[src/hw/rtl/bpms_pkg.sv]
package bpms_pkg;

    // Button count is fixed by the front panel
    localparam int NumButtons = 4;

    // Button roles
    localparam int BtnBlackout = 0;
    localparam int BtnPrev     = 1;
    localparam int BtnNext     = 2;
    localparam int BtnGo       = 3;

    // Configuration register indexes
    localparam int CfgIdxW = 2;
    localparam logic [CfgIdxW-1:0] CFG_MACRO_COUNT = 2'd0;
    localparam logic [CfgIdxW-1:0] CFG_DEBOUNCE    = 2'd1;
    localparam logic [CfgIdxW-1:0] CFG_LONG_PUSH   = 2'd2;

    // Reset values of the configuration registers
    localparam logic [8:0]  RstMacroCount = 9'd16;
    localparam logic [15:0] RstDebounce   = 16'd50;
    localparam logic [15:0] RstLongPush   = 16'd1000;

    // Remote control mode
    typedef enum logic [1:0] {
        MODE_AUTO   = 2'd0,
        MODE_MANUAL = 2'd1,
        MODE_LOCKED = 2'd2
    } t_mode;

    // Push events of one tick, one bit per button
    typedef struct packed {
        logic [NumButtons-1:0] shorts;
        logic [NumButtons-1:0] longs;
    } t_push_evt;

    // Controller state as seen after one item
    typedef struct packed {
        t_mode      mode;
        logic [7:0] active;
        logic [7:0] preview;
        logic       lamp;
    } t_ctrl_state;

endpackage

[src/hw/rtl/bpms_lane.sv]
module bpms_lane import bpms_pkg::*; #(
    parameter int TIMER_BITS = 16
) (
    input  logic        i_clk,
    input  logic        i_rst_n,
    input  logic        i_tick,        // a sample item (not a force item) is accepted this cycle
    input  logic        i_raw,         // button level, 0 pressed
    input  logic [15:0] i_debounce,
    input  logic [15:0] i_long_push,
    output logic        o_short,
    output logic        o_long
);

    localparam int CmpW = (TIMER_BITS > 16) ? TIMER_BITS : 16;

    logic                  r_level;
    logic                  r_armed;
    logic [TIMER_BITS-1:0] r_timer;
    logic                  n_level;
    logic                  n_armed;
    logic [TIMER_BITS-1:0] n_timer;
    logic [TIMER_BITS-1:0] w_elapsed;
    logic                  w_over_db;
    logic                  w_over_long;

    // Saturating held-tick count
    assign w_elapsed   = (r_timer == '1) ? r_timer : r_timer + 1'b1;
    assign w_over_db   = CmpW'(w_elapsed) > CmpW'(i_debounce);
    assign w_over_long = CmpW'(w_elapsed) > CmpW'(i_long_push);

    // Press / release classification
    always_comb begin
        n_level = r_level;
        n_armed = r_armed;
        n_timer = r_timer;
        o_short = 1'b0;
        o_long  = 1'b0;
        if (i_tick) begin
            if (!i_raw) begin
                if (r_level) begin
                    // press edge: restart and arm
                    n_level = 1'b0;
                    n_timer = '0;
                    n_armed = 1'b1;
                end else begin
                    n_timer = w_elapsed;
                    if (r_armed && w_over_long) begin
                        o_long  = 1'b1;
                        n_armed = 1'b0;
                    end
                end
            end else if (!r_level) begin
                // release edge
                n_level = 1'b1;
                n_timer = w_elapsed;
                o_short = r_armed && w_over_db;
                n_armed = 1'b0;
            end
        end
    end

    always_ff @(posedge i_clk) begin
        if (!i_rst_n) begin
            r_level <= 1'b0;
            r_armed <= 1'b0;
            r_timer <= '0;
        end else begin
            r_level <= n_level;
            r_armed <= n_armed;
            r_timer <= n_timer;
        end
    end

endmodule

[src/hw/rtl/bpms_ctrl.sv]
module bpms_ctrl import bpms_pkg::*; #(
    parameter int MAX_MACROS = 256
) (
    input  logic        i_clk,
    input  logic        i_rst_n,
    input  logic        i_fire,        // item accepted this cycle
    input  logic        i_force,       // item forces automatic mode
    input  t_push_evt   i_evt,
    input  logic [8:0]  i_macro_count,
    output t_ctrl_state o_state        // state after this item
);

    localparam logic [8:0] MaxCnt = 9'(MAX_MACROS);

    t_ctrl_state r_state;
    t_ctrl_state n_state;
    logic [8:0]  w_cnt;
    logic [7:0]  w_last;

    // Effective macro count, clamped to 1..MAX_MACROS
    always_comb begin
        w_cnt = i_macro_count;
        if (w_cnt == 9'd0) w_cnt = 9'd1;
        if (w_cnt > MaxCnt) w_cnt = MaxCnt;
    end
    assign w_last = 8'(w_cnt - 9'd1);

    // Merge the lane events in button order
    always_comb begin
        n_state = r_state;
        if (i_force) begin
            n_state.mode = MODE_AUTO;
        end else begin
            for (int i = 0; i < NumButtons; i++) begin
                if (i_evt.shorts[i]) begin
                    case (i)
                        BtnBlackout: begin
                            n_state.active = 8'd0;
                            if (n_state.mode == MODE_AUTO) n_state.mode = MODE_MANUAL;
                        end
                        BtnPrev: begin
                            n_state.preview = (n_state.preview == 8'd0) ? w_last
                                                                       : n_state.preview - 8'd1;
                        end
                        BtnNext: begin
                            n_state.preview = ({1'b0, n_state.preview} + 9'd1 >= w_cnt)
                                              ? 8'd0 : n_state.preview + 8'd1;
                        end
                        default: begin
                            n_state.active = n_state.preview;
                            if (n_state.mode == MODE_AUTO) n_state.mode = MODE_MANUAL;
                        end
                    endcase
                end else if (i_evt.longs[i]) begin
                    case (i)
                        BtnBlackout: begin
                            n_state.active = 8'd0;
                            n_state.mode   = (n_state.mode == MODE_LOCKED) ? MODE_MANUAL
                                                                           : MODE_LOCKED;
                        end
                        BtnPrev, BtnNext: begin
                            n_state.lamp = ~n_state.lamp;
                        end
                        default: begin
                            n_state.active = n_state.preview;
                            n_state.mode   = (n_state.mode == MODE_LOCKED) ? MODE_MANUAL
                                                                           : MODE_LOCKED;
                        end
                    endcase
                end
            end
        end
    end

    assign o_state = n_state;

    always_ff @(posedge i_clk) begin
        if (!i_rst_n) begin
            r_state.mode    <= MODE_AUTO;
            r_state.active  <= 8'd0;
            r_state.preview <= 8'd0;
            r_state.lamp    <= 1'b0;
        end else if (i_fire) begin
            r_state <= n_state;
        end
    end

endmodule

[src/hw/rtl/button_push_macro_selector.sv]
// Each result is registered in the output register, or in the skid entry while m_axis
// stalls. Throughput: one item per cycle while the skid entry is empty; four button
// lanes and the merge stage update all state in the accept cycle, and a two-entry
// output buffer keeps s_axis open while one result waits. Reset (i_rst_n low, synchronous)
// restores the register defaults and treats all buttons as pressed and unarmed.
module button_push_macro_selector import bpms_pkg::*; #(
    parameter int MAX_MACROS = 256,
    parameter int TIMER_BITS = 16
) (
    input  logic                 i_clk,
    input  logic                 i_rst_n,
    // input items
    input  logic                 s_axis_tvalid,
    output logic                 s_axis_tready,
    input  logic [7:0]           s_axis_tdata,   // [3:0] buttons_raw
    input  logic                 s_axis_tuser,   // [0] mode
    // result items
    output logic                 m_axis_tvalid,
    input  logic                 m_axis_tready,
    output logic [31:0]          m_axis_tdata,   // [1:0] remote_mode, [9:2] active_macro,
                                                 // [17:10] preview_macro, [18] lamp_on,
                                                 // [22:19] short_pushes, [26:23] long_pushes
    // configuration writes
    input  logic                 i_cfg_valid,
    output logic                 o_cfg_ready,
    input  logic [CfgIdxW-1:0]   i_cfg_index,
    input  logic [15:0]          i_cfg_data
);

    logic [8:0]  r_cnt;
    logic [15:0] r_debounce;
    logic [15:0] r_long_push;

    logic        w_in_fire;
    logic        w_out_fire;
    logic        w_tick;
    t_push_evt   w_evt;
    t_ctrl_state w_state;
    logic [31:0] w_result;

    logic        r_o_valid;
    logic [31:0] r_o_data;
    logic        r_sk_valid;
    logic [31:0] r_sk_data;

    // Configuration registers
    assign o_cfg_ready = 1'b1;

    always_ff @(posedge i_clk) begin
        if (!i_rst_n) begin
            r_cnt         <= RstMacroCount;
            r_debounce    <= RstDebounce;
            r_long_push   <= RstLongPush;
        end else begin
            if (i_cfg_valid) begin
                unique case (i_cfg_index)
                    CFG_MACRO_COUNT: r_cnt       <= i_cfg_data[8:0];
                    CFG_DEBOUNCE:    r_debounce  <= i_cfg_data;
                    CFG_LONG_PUSH:   r_long_push <= i_cfg_data;
                    default: ;
                endcase
            end
        end
    end

    // Handshakes
    assign s_axis_tready = !r_sk_valid;
    assign w_in_fire     = s_axis_tvalid && s_axis_tready;
    assign w_out_fire    = r_o_valid && m_axis_tready;
    assign w_tick        = w_in_fire && !s_axis_tuser;

    // Button lanes
    for (genvar g = 0; g < NumButtons; g++) begin : g_lane
        bpms_lane #(
            .TIMER_BITS (TIMER_BITS)
        ) u_lane (
            .i_clk       (i_clk),
            .i_rst_n     (i_rst_n),
            .i_tick      (w_tick),
            .i_raw       (s_axis_tdata[g]),
            .i_debounce  (r_debounce),
            .i_long_push (r_long_push),
            .o_short     (w_evt.shorts[g]),
            .o_long      (w_evt.longs[g])
        );
    end

    // Merge stage and macro controller
    bpms_ctrl #(
        .MAX_MACROS (MAX_MACROS)
    ) u_ctrl (
        .i_clk         (i_clk),
        .i_rst_n       (i_rst_n),
        .i_fire        (w_in_fire),
        .i_force       (s_axis_tuser),
        .i_evt         (w_evt),
        .i_macro_count (r_cnt),
        .o_state       (w_state)
    );

    assign w_result = {5'd0, w_evt.longs, w_evt.shorts, w_state.lamp,
                       w_state.preview, w_state.active, 2'(w_state.mode)};

    // Output register with skid entry
    always_ff @(posedge i_clk) begin
        if (!i_rst_n) begin
            r_o_valid  <= 1'b0;
            r_sk_valid <= 1'b0;
        end else begin
            if (w_out_fire || !r_o_valid) begin
                r_o_valid  <= r_sk_valid || w_in_fire;
                r_sk_valid <= 1'b0;
            end else if (w_in_fire) begin
                r_sk_valid <= 1'b1;
            end
        end
    end

    always_ff @(posedge i_clk) begin
        if (w_out_fire || !r_o_valid) begin
            r_o_data <= r_sk_valid ? r_sk_data : w_result;
        end else if (w_in_fire) begin
            r_sk_data <= w_result;
        end
    end

    assign m_axis_tvalid = r_o_valid;
    assign m_axis_tdata  = r_o_data;

`ifndef SYNTHESIS
    // a button never gives a short and a long push in the same tick
    a_no_dual_push: assert property (@(posedge i_clk) disable iff (!i_rst_n)
        (w_evt.shorts & w_evt.longs) == '0)
        else $error("short and long push on one button");

    // a force item gives no push events
    a_force_quiet: assert property (@(posedge i_clk) disable iff (!i_rst_n)
        (w_in_fire && s_axis_tuser) |-> ((w_evt.shorts | w_evt.longs) == '0))
        else $error("push event on force item");

    // the skid entry is only used behind a held output
    a_skid_order: assert property (@(posedge i_clk) disable iff (!i_rst_n)
        r_sk_valid |-> r_o_valid)
        else $error("skid valid with empty output");

    // an item accepted while the output stalls lands in the skid entry
    a_skid_fill: assert property (@(posedge i_clk) disable iff (!i_rst_n)
        (w_in_fire && r_o_valid && !m_axis_tready) |=> r_sk_valid)
        else $error("stalled item lost");

    // remote mode never takes the unused code
    a_mode_code: assert property (@(posedge i_clk) disable iff (!i_rst_n)
        m_axis_tvalid |-> (m_axis_tdata[1:0] != 2'd3))
        else $error("bad remote mode");
`endif

endmodule
[config.mk]
export PLATFORM = sky130hd
export DESIGN_NAME = button_push_macro_selector
export DESIGN_NICKNAME = d
export VERILOG_FILES = /design/src/hw/rtl/bpms_pkg.sv /design/src/hw/rtl/bpms_lane.sv /design/src/hw/rtl/bpms_ctrl.sv /design/src/hw/rtl/button_push_macro_selector.sv
export SDC_FILE = /design/constraint.sdc
export NUM_CORES = 1
export LEC_CHECK = 0
export BUFFER_PORTS_ARGS = -buffer_cell sky130_fd_sc_hd__buf_2
export CORE_UTILIZATION = 30
export DETAILED_ROUTE_END_ITERATION = 10
export GPL_TIMING_DRIVEN = 0
export SYNTH_ARGS = -nofsm -noshare
export SYNTH_HDL_FRONTEND = slang
export SYNTH_SLANG_ARGS = --single-unit
[constraint.sdc]
create_clock -name i_clk -period 9.7 [get_ports i_clk]
set_input_delay 1.94 -clock i_clk [delete_from_list [all_inputs] [get_ports i_clk]]
set_output_delay 1.94 -clock i_clk [all_outputs]
set_load 0.01 [all_outputs]
==> results of run 1 <==
## final timing paths
path                          startpoint               to  slack (ns)  cells after the start
max          g_lane[1].u_lane.r_timer[0]  m_axis_tdata[4]        1.58                     31
min                       r_debounce[11]   r_debounce[11]        0.45                      2
max reg2reg  g_lane[1].u_lane.r_timer[0]  m_axis_tdata[4]        1.58                     31
min reg2reg               r_debounce[11]   r_debounce[11]        0.45                      2
## layout make-up
cell class	count	area (sq um)	share of cell area
Timing Repair Buffer	58	303	0.0211
Buffer	60	274	0.0191
Sequential cell	188	4300	0.301
Tap cell	532	666	0.0465
Clock buffer	17	425	0.0297
Clock inverter	15	233	0.0163
Multi-Input combinational cell	1150	7920	0.553
Inverter	52	195	0.0136
## cells in the final DEF (no fill, tap or decap), drive strengths merged, types with 12 or more instances in the layout
master | synthesis | layout
edfxtp | 54 | 54
o21a | 19 | 19
nand2 | 160 | 160
mux2 | 20 | 20
a21o | 35 | 35
buf | 17 | 75
a22oi | 33 | 33
a31oi | 12 | 12
a22o | 12 | 12
nor3 | 35 | 35
inv | 50 | 56
dfxtp | 134 | 134
clkbuf | 43 | 60
ha | 143 | 143
and2 | 24 | 24
nor2b | 17 | 17
or3 | 12 | 12
nand4 | 45 | 45
o21ai | 48 | 48
xnor2 | 36 | 36
mux2i | 15 | 15
xor2 | 18 | 18
a21oi | 125 | 125
o211ai | 18 | 18
nor2 | 125 | 125
and3 | 25 | 25
nand3 | 41 | 41
## metal layers
layer,vias up,GRT usage,wire [microns]
met3,75,0.0310,2440
li1,5485,-,-
met5,-,0,11
met4,2,0.0672,1200
met2,391,0.291,17600
met1,5427,0.237,17700
## per-stage QoR
step | total power [uW] | cells | utilization | hold WS [ns] | instance area, sq um
final | 1810 | 2072 | 0.348 | 0.455 | 14300
after global routing | 1870 | 2072 | 0.348 | 0.472 | 14300
after CTS | 1820 | 2071 | 0.347 | 0.457 | 14300
after floorplan | 982 | 1450 | - | 0.436 | 12700
after detailed placement | 1050 | 2039 | 0.331 | 0.447 | 13700
after global placement | 1050 | 2037 | 0.331 | 0.443 | 13600
## state kept, by name, summed over array words and instances (netlist names)
register and cells:
r_sk_data 27, r_long_push 16, g_lane.u_lane.r_timer 64, m_axis_tdata 27, u_ctrl.r_state 19, g_lane.u_lane.r_armed 4, m_axis_tvalid 1, r_cnt 9
g_lane.u_lane.r_level 4, r_debounce 16, r_sk_valid 1
## cell usage after synthesis (18+ instances only)
cell      instances
a22oi_1          33
inv_1            49
edfxtp_1         54
nor3_1           32
mux2_2           19
dfxtp_1         134
o21a_1           19
nand2_1         160
nor2_1          124
xnor2_1          36
and2_1           22
ha_1            143
a21oi_1         123
a21o_1           35
clkbuf_1         43
nand3_1          40
o211ai_1         18
and3_1           25
nand4_1          43
o21ai_0          45
## cells by family after synthesis
group	Yosys count	synth area share
simple gates	542	0.218
buf+inv	112	0.0370
fa+ha+maj	143	0.141
compound gates	370	0.195
mux	35	0.0302
xor+xnor	54	0.0379
other cells	2	0.000593
flops	188	0.340
## tightest hold or removal path, cell delays in order (launching register included)
cell and delay (ns):
dfxtp_1 0.31, nand2_1 0.05, a21oi_1 0.05
## power by group through the flow
stage	Clock, uW	Sequential (uW)	Combinational [uW]
floorplan	0	855	126
global placement	0	855	193
detailed placement	0	855	200
CTS	785	837	201
global route	814	839	222
finish	772	837	204
==> metrics.cfg, run 1 <==
[placed_design]
gpl.final_weighted_congestion = 0.936
dp.final_hpwl_mm = 29.2
dp_slack_ns = 1.79
portBuffers = 55

[logic_synthesis]
synthesis.instances = 1446
yosys_most_used_dff = dfxtp_1
area_leader_netlist = dfxtp_1
yosys_register_bits = 188
yosys-top-cells-area = dfxtp_1 21%, ha_1 14%, edfxtp_1 13%
ys_seq_area_frac = 0.340
cell_area_after_synthesis_sq_um = 12700
synth-async-reset-ratio = 0
synthesis.area_per_instance_sq_um = 8.76
post_synth_num_cell_types = 92
synth-warning-count = 0
synthDominantCellAreaShare = 0.212
synth-edff-count = 54

[clocking]
hold_bufs_inserted_after_cts = 0
clock_tree_root_buffer_cell = clkbuf_16
cts.sink_count = 188
cts_inserted_buffers = 17
clkTransAtPathRegs_ns = 0.09
cts-htree-levels = 4
postCtsSetupBuffers = 0
cts_resized = 0
insertion_delay_ns = 0.46
cts_max_path_buffers = 2
cts_tree = yes

[sta]
finalCritPeriodShare = 0.837
rsz0062_at_grt = no
timing_worst_slew_pin_value_ns = 1.40
finalWorstPathRequiredPeriod_ns = 8.12
finalMaxSlewViolations = 0
setup_viol = 0
setup_total_negative_slack_ns = 0
slew_headroom = 0.0640
report.final.hold_viol_count = 0
worst_slack_ns = 1.58
finalClockSkew_ns = 0.0154
clock.fmax_mhz = 123

[worst_setup_path]
slowest_stage = nor4_1
cpLargestDelayFamily = compound AO/OA/AOI/OAI gates
crit_top_cell = ha_1
cp.arrival_ns = 8.34
critPathBufInv = 4
critical_path_class = reg2reg
worst_setup_sp_type = flip-flop
critPathMaxStageDelay_ns = 0.69
worstPathRequired_ns = 9.92
path_max_fanout = 10
end_kind = flip-flop

[die]
start_util = 0.308
floorplan.die.width_microns = 208
placeable_core_region_sq_um = 41200
boundaryPins = 67
standard_cell_rows = 74
floorplan.die_area_sq_um = 43100
die-height_microns = 208

[power_and_ir_drop]
worst_ir_drop_vdd_v = 0.000111
power_per_cell_area_nw_per_um2 = 127
p_sw_frac = 0.295
p_leak_uw = 0.00599
internal-power_uw = 1280
sw_pwr_uw = 535
power.combinational.fraction = 0.113
share_clk_of_total_power = 0.426
p_seq_frac = 0.462

[finish]
final_layout_size_suffix_gt1_frac = 0.101
area_delta_synth_final_pct = 13.0
antennaDiodeCount = 0
final_nets = 1702
num-fill-cells = 4176

[global_routing]
grt_pass1_wl_mm = 59.9
grtUsageTotal = 0.179
antenna_violations_before_repair = 1
grt.overflow.total = 0
grt_max_degree = 31
grt_pass1_vias = 10600

[flow_run]
max_cap_viol_count = 0

[drt]
wl_per_cell_microns = 18.8
drt-vias-per-instance = 5.49
initialDrtViolationCount = 957
finalWirelength_mm = 39.0
postRouteAntennaNets = 0
number_of_vias_after_detailed_routing = 11400
pre_repair_dr_iteration_count = 5
route.detailed.drc = 0

[min_path]
worst_hold_path_type = reg2reg

[run_status]
run_status = finished, final reports clean

Power figures use the tool's default switching activity.
==> inputs of run 2 (changes only) <==
- ABC_AREA: not set -> 1
- clock period: 9.7 -> 8.4 ns (I/O delays scaled with it)
==> run 2 against run 1 <==
Total power increased by 13%. Sequential power increased by 16%. Final cell count up 9.0%. Sequential share of layout area grew 1.2 points. Clock power is 13% higher. Synthesized cell count rose by 13%. Combinational power up 4%. Global-route usage down 0.66 points. Largest power group unchanged. Die area decreased by 4.2%. Critical endpoint unchanged. Non-clock buffer count fell by 16. Largest cell class unchanged.
==> metrics.cfg, run 2 <==
[power_and_ir_drop]
total_power_uw = 2050
sw_pwr_uw = 597
share_clk_of_total_power = 0.425
power.combinational.fraction = 0.104
internal-power_uw = 1450
p_sw_frac = 0.291
p_seq_frac = 0.472
power_per_cell_area_nw_per_um2 = 149
p_leak_uw = 0.00613
worst_ir_drop_vdd_v = 0.000145

[global_routing]
grt_max_degree = 31
grt_pass1_vias = 10200
antenna_violations_before_repair = 1
grtUsageTotal = 0.173
grt.overflow.total = 0
grt_pass1_wl_mm = 54.7

[drt]
pre_repair_dr_iteration_count = 5
finalWirelength_mm = 35.4
number_of_vias_after_detailed_routing = 11100
postRouteAntennaNets = 0
initialDrtViolationCount = 800
wl_per_cell_microns = 15.7
route.detailed.drc = 0
drt-vias-per-instance = 4.91

[finish]
register_area_sq_um = 4300
top_register = g_lane.u_lane.r_timer
fin_area_sq_um = 13700
layout.cells.most_common_list = 394 x nand2_1, 211 x inv_1, 178 x a21oi_1
num-fill-cells = 4213
largest_register_ffs = 64
final_nets = 1895
most_frequent_standard_cell_in_the_layout_excluding_fill_and_tap_cells = nand2_1
antennaDiodeCount = 0
final_layout_size_suffix_gt1_frac = 0.0710
multi_input_gate_area_sq_um = 6840
area_delta_synth_final_pct = 13.3

[sta]
setup_viol = 0
finalClockSkew_ns = 0.0155
slew_headroom = 0.126
timing_worst_slew_pin_value_ns = 1.31
rsz0062_at_grt = no
setup_total_negative_slack_ns = 0
clock.fmax_mhz = 150
finalMaxSlewViolations = 0
finalWorstPathRequiredPeriod_ns = 6.66
final.hold.worst_slack_ns = 0.469
report.final.hold_viol_count = 0
finalCritPeriodShare = 0.793
worst_slack_ns = 1.74

[logic_synthesis]
post_synth_most_frequent_cells = 394 x nand2_1, 211 x inv_1, 178 x a21oi_1
synth.most_common_cell = nand2_1
synthesis.instances = 1639
yosys_register_bits = 188
synthDominantCellAreaShare = 0.221
synth-warning-count = 0
area_leader_netlist = dfxtp_1
cell_area_after_synthesis_sq_um = 12100
post_synth_num_cell_types = 56
yosys-top-cells-area = dfxtp_1 22%, ha_1 15%, edfxtp_1 13%
ys_seq_area_frac = 0.355
synthesis.area_per_instance_sq_um = 7.40
synth-edff-count = 54
yosys_most_used_dff = dfxtp_1
synth-async-reset-ratio = 0

[clocking]
cts_inserted_buffers = 17
cts_resized = 0
insertion_delay_ns = 0.45
cts-htree-levels = 4
postCtsSetupBuffers = 0
cts_max_path_buffers = 2
hold_bufs_inserted_after_cts = 0
cts_tree = yes
cts.sink_count = 188
clock_tree_root_buffer_cell = clkbuf_16
clkTransAtPathRegs_ns = 0.08

[worst_setup_path]
r2r.worst_path.cells = 40
critical_path_class = reg2reg
worstPathRequired_ns = 8.59
cp.arrival_ns = 6.85
reg2reg_setup_slack_ns = 1.74
path_max_fanout = 10
crit_top_cell = nand2_1
end_kind = flip-flop
worst_setup_sp_type = flip-flop
critical_path.reg2reg.endpoint = m_axis_tdata[4]
slowest_stage = dfxtp_1
reg2reg_from = g_lane[1].u_lane.r_timer[0]
critPathMaxStageDelay_ns = 0.40

[die]
boundaryPins = 67
placeable_core_region_sq_um = 39800
floorplan.die.width_microns = 203
start_util = 0.305
die-height_microns = 203
standard_cell_rows = 73
floorplan.die_area_sq_um = 41200

[min_path]
worstHoldEndpoint = g_lane[3].u_lane.r_timer[2]
worst_hold_path_type = reg2reg
min_delay_path_depth = 2
worst_hold_startpoint = g_lane[3].u_lane.r_timer[2]

[run_status]
run_status = finished, final reports clean

[flow_run]
max_cap_viol_count = 0

[placed_design]
dpl_cell_area_sq_um = 13100
portBuffers = 56
dp.final_hpwl_mm = 27.1
dp_slack_ns = 1.80
gpl.final_weighted_congestion = 0.890

==> run 2: changes by cell type after synthesis, moves of 17 or more <==
cell / change
a21o_1: -32
a21oi_1: +55
a22oi_1: -32
and2_1: -21
and3_1: -25
inv_1: +162
mux2_2: -18
nand2_1: +234
nand3_1: +23
nor2_1: +19
nor2b_1: -17
o21ai_0: +31
xnor2_1: -30
==> run 2: worst max-delay path by stage <==
| stage | start | endpoint | slack [ns] | depth (start not counted) |
|---|---|---|---|---|
| after global placement | g_lane[1].u_lane.r_timer[0] | m_axis_tdata[4] | 1.81 | 40 |
| after CTS | g_lane[1].u_lane.r_timer[0] | m_axis_tdata[3] | 1.76 | 40 |
| after detailed placement | g_lane[1].u_lane.r_timer[0] | m_axis_tdata[3] | 1.80 | 40 |
| after global routing | g_lane[1].u_lane.r_timer[0] | m_axis_tdata[3] | 0.99 | 40 |
| final | g_lane[1].u_lane.r_timer[0] | m_axis_tdata[4] | 1.74 | 40 |
| after floorplan | g_lane[1].u_lane.r_timer[0] | m_axis_tdata[5] | 3.08 | 41 |
==> run 2: routing by layer <==
| metal | GRT usage | part of all wire | routed length, microns |
|---|---|---|---|
| met1 | 0.225 | 0.45 | 15900 |
| met3 | 0.0295 | 0.064 | 2280 |
| met4 | 0.0505 | 0.021 | 749 |
| met2 | 0.291 | 0.46 | 16400 |
| met5 | 0 | 0.00031 | 11 |
==> run 2: per-stage QoR <==
step / util / cells
final: 0.345 / 2258
after CTS: 0.345 / 2258
after global placement: 0.329 / 2224
after global routing: 0.345 / 2258
after floorplan: - / 1643
after detailed placement: 0.329 / 2226
==> run 2: power groups by stage <==
stage | Combinational, uW | Sequential (uW) | Clock [uW]
after floorplan | 129 | 989 | 0
after global placement | 205 | 988 | 0
after detailed placement | 210 | 988 | 0
after CTS | 211 | 967 | 883
after global routing | 237 | 969 | 921
final | 212 | 967 | 870
==> run 2: critical path: cells and delay by family, from the launching register on <==
kind | cells | cell delay, ns
AO/OA/AOI/OAI | 8 | 1.24
adder cells (fa/ha/maj) | 4 | 1.01
AND/OR/NAND/NOR | 19 | 2.30
buffers and inverters | 7 | 0.95
XOR/XNOR | 2 | 0.52
flip-flops | 1 | 0.40
==> run 2: final cells by class <==
type	count	share of cell area
multi-input combinational	1197	0.498
sequential	188	0.313
inverter	214	0.0584
tap	525	0.0478
clock buffer	17	0.0309
timing repair buffer	58	0.0223
clock inverter	15	0.0152
buffer	44	0.0147
==> run 2: kinds of logic after synthesis <==
family | synth area share
buf+inv | 0.0829
simple gates | 0.241
mux | 0.000928
fa+ha+maj | 0.147
other cells | 0.000619
compound gates | 0.147
xor+xnor | 0.0252
flops | 0.355
==> inputs of run 3 (changes only) <==
- clock period: 8.4 -> 6.5 ns (I/O delays scaled with it)
==> run 3 against run 2 <==
Clock power increased by 29%. Die area is the same. Clock skew down 0.0013 ns. Fmax increased by 12%. Critical path depth is 2 higher. Count of clock-buffer cells in the layout is the same. Flip-flop and latch count stayed put. Sequential share of layout area decreased by 0.27 points. Core utilization grew 0.31 points. Final area increased by 0.91%. Combinational power up 29%. Non-clock buffer count increased by 5. Critical path type unchanged.
==> metrics.cfg, run 3 (same netlist as run 2, synthesis figures left out) <==
[worst_setup_path]
critical_path.reg2reg.endpoint = m_axis_tdata[8]
worst_setup_sp_type = flip-flop
path_max_fanout = 10
critPathMaxStageDelay_ns = 0.37
critical_path_class = reg2reg
cp.arrival_ns = 6.27
crit_top_cell = nand2_1
end_kind = flip-flop
worstPathRequired_ns = 6.82
reg2reg_from = g_lane[1].u_lane.r_timer[1]
reg2reg_setup_slack_ns = 0.55
slowest_stage = dfxtp_1
r2r.worst_path.cells = 42

[sta]
worst_slack_ns = 0.554
finalWorstPathRequiredPeriod_ns = 5.95
clock.fmax_mhz = 168
slew_headroom = 0.167
finalCritPeriodShare = 0.915
setup_viol = 0
finalMaxSlewViolations = 0
report.final.hold_viol_count = 0
finalClockSkew_ns = 0.0141
final.hold.worst_slack_ns = 0.469
timing_worst_slew_pin_value_ns = 1.25

[global_routing]
grt_pass1_vias = 10200
grt.overflow.total = 0
grt_pass1_wl_mm = 54.7
grt_max_degree = 31
grtUsageTotal = 0.173
antenna_violations_before_repair = 1

[drt]
initialDrtViolationCount = 825
routedLengthMet1_mm = 16.2
number_of_vias_after_detailed_routing = 11100
pre_repair_dr_iteration_count = 5
drt-vias-per-instance = 4.91
finalWirelength_mm = 35.6
detailroute.wirelength.met2_mm = 16.5
top_signal_layer_used = met5
route.met3.wl_mm = 2.02
wl_per_cell_microns = 15.7
postRouteAntennaNets = 0
route.detailed.drc = 0

[finish]
layout.cells.most_common_list = 391 x nand2_1, 210 x inv_1, 176 x a21oi_1
multi_input_gate_area_sq_um = 6920
final_nets = 1900
register_area_sq_um = 4310
final_layout_size_suffix_gt1_frac = 0.0846
most_frequent_standard_cell_in_the_layout_excluding_fill_and_tap_cells = nand2_1
final_util = 0.348
largest_register_ffs = 64
instances_no_fill = 2263
antennaDiodeCount = 0
top_register = g_lane.u_lane.r_timer
area_delta_synth_final_pct = 14.4
num-fill-cells = 4199

[clocking]
insertion_delay_ns = 0.45
clkTransAtPathRegs_ns = 0.08
cts-htree-levels = 4
hold_bufs_inserted_after_cts = 0
clock_tree_root_buffer_cell = clkbuf_16
cts_tree = yes
cts_max_path_buffers = 2
cts_inserted_buffers = 17
cts.sink_count = 188

[die]
floorplan.die_area_sq_um = 41200
die-height_microns = 203
start_util = 0.305
placeable_core_region_sq_um = 39800
floorplan.die.width_microns = 203
standard_cell_rows = 73
boundaryPins = 67

[power_and_ir_drop]
power_per_cell_area_nw_per_um2 = 191
worst_ir_drop_vdd_v = 0.000187
p_leak_uw = 0.00618

[min_path]
min_delay_path_depth = 2
worst_hold_path_type = reg2reg
worst_hold_startpoint = g_lane[3].u_lane.r_timer[2]
worstHoldEndpoint = g_lane[3].u_lane.r_timer[2]

[flow_run]
max_cap_viol_count = 0

[placed_design]
place_inst = 2226
gpl.final_weighted_congestion = 0.890
dp_slack_ns = -0.104
portBuffers = 56
dp.final_hpwl_mm = 27.1

[run_status]
run_status = finished, final reports clean

-- run 3: power by group --
part	total (uW)	internal, uW	switching (uW)
Combinational	274	81.1	193
Clock	1120	563	558
Sequential	1250	1230	16.6
Total	2650	1880	768
-- run 3: through the flow --
stage	area, sq um	TNS (ns)	power [uW]
after floorplan	12100	0	1440
after global placement	13100	-0.156	1540
after detailed placement	13100	-0.303	1550
after CTS	13800	0	2660
after global routing	13900	-0.00140	2750
final	13900	0	2650
-- run 3: layout make-up --
| class | count | share of cell area |
|---|---|---|
| Buffer | 44 | 0.0152 |
| Clock buffer | 17 | 0.0307 |
| Clock inverter | 15 | 0.0151 |
| Inverter | 214 | 0.0579 |
| Multi-Input combinational cell | 1197 | 0.499 |
| Sequential cell | 188 | 0.310 |
| Tap cell | 525 | 0.0473 |
| Timing Repair Buffer | 63 | 0.0248 |
-- run 3: worst max-delay path: cells and delay by family (launching register included) --
kind,cells,cell delay [ns]
buffers and inverters,7,0.69
DFF,1,0.37
xor gates and xnor gates,2,0.49
adders and majority gates,4,0.98
and+or+nand+nor,24,2.54
AOI/OAI and AO/OA,5,0.74
-- run 3: routing by layer --
metal	vias to the layer above	GRT usage
met5	-	0
met4	2	0.0505
met3	49	0.0295
met2	278	0.291
met1	5161	0.225
li1	5627	-
-- run 3: worst max path at each step --
stage                                startpoint         endpoint  slack [ns]  cells after the start
floorplan           g_lane[1].u_lane.r_timer[0]  m_axis_tdata[5]        1.18                     41
finish              g_lane[1].u_lane.r_timer[1]  m_axis_tdata[8]        0.55                     42
detailed placement  g_lane[1].u_lane.r_timer[0]  m_axis_tdata[3]       -0.10                     40
global placement    g_lane[1].u_lane.r_timer[0]  m_axis_tdata[4]       -0.09                     40
global route        g_lane[1].u_lane.r_timer[1]  m_axis_tdata[5]      -0.001                     41
CTS                 g_lane[1].u_lane.r_timer[0]  m_axis_tdata[3]        0.01                     40
-- run 3: timing repair --
item / CTS / global route
endpoints found under the setup margin: 9 / 48
setup buffers: 0 / 5
resized for setup: 1 / 27
pin swaps: 0 / 4
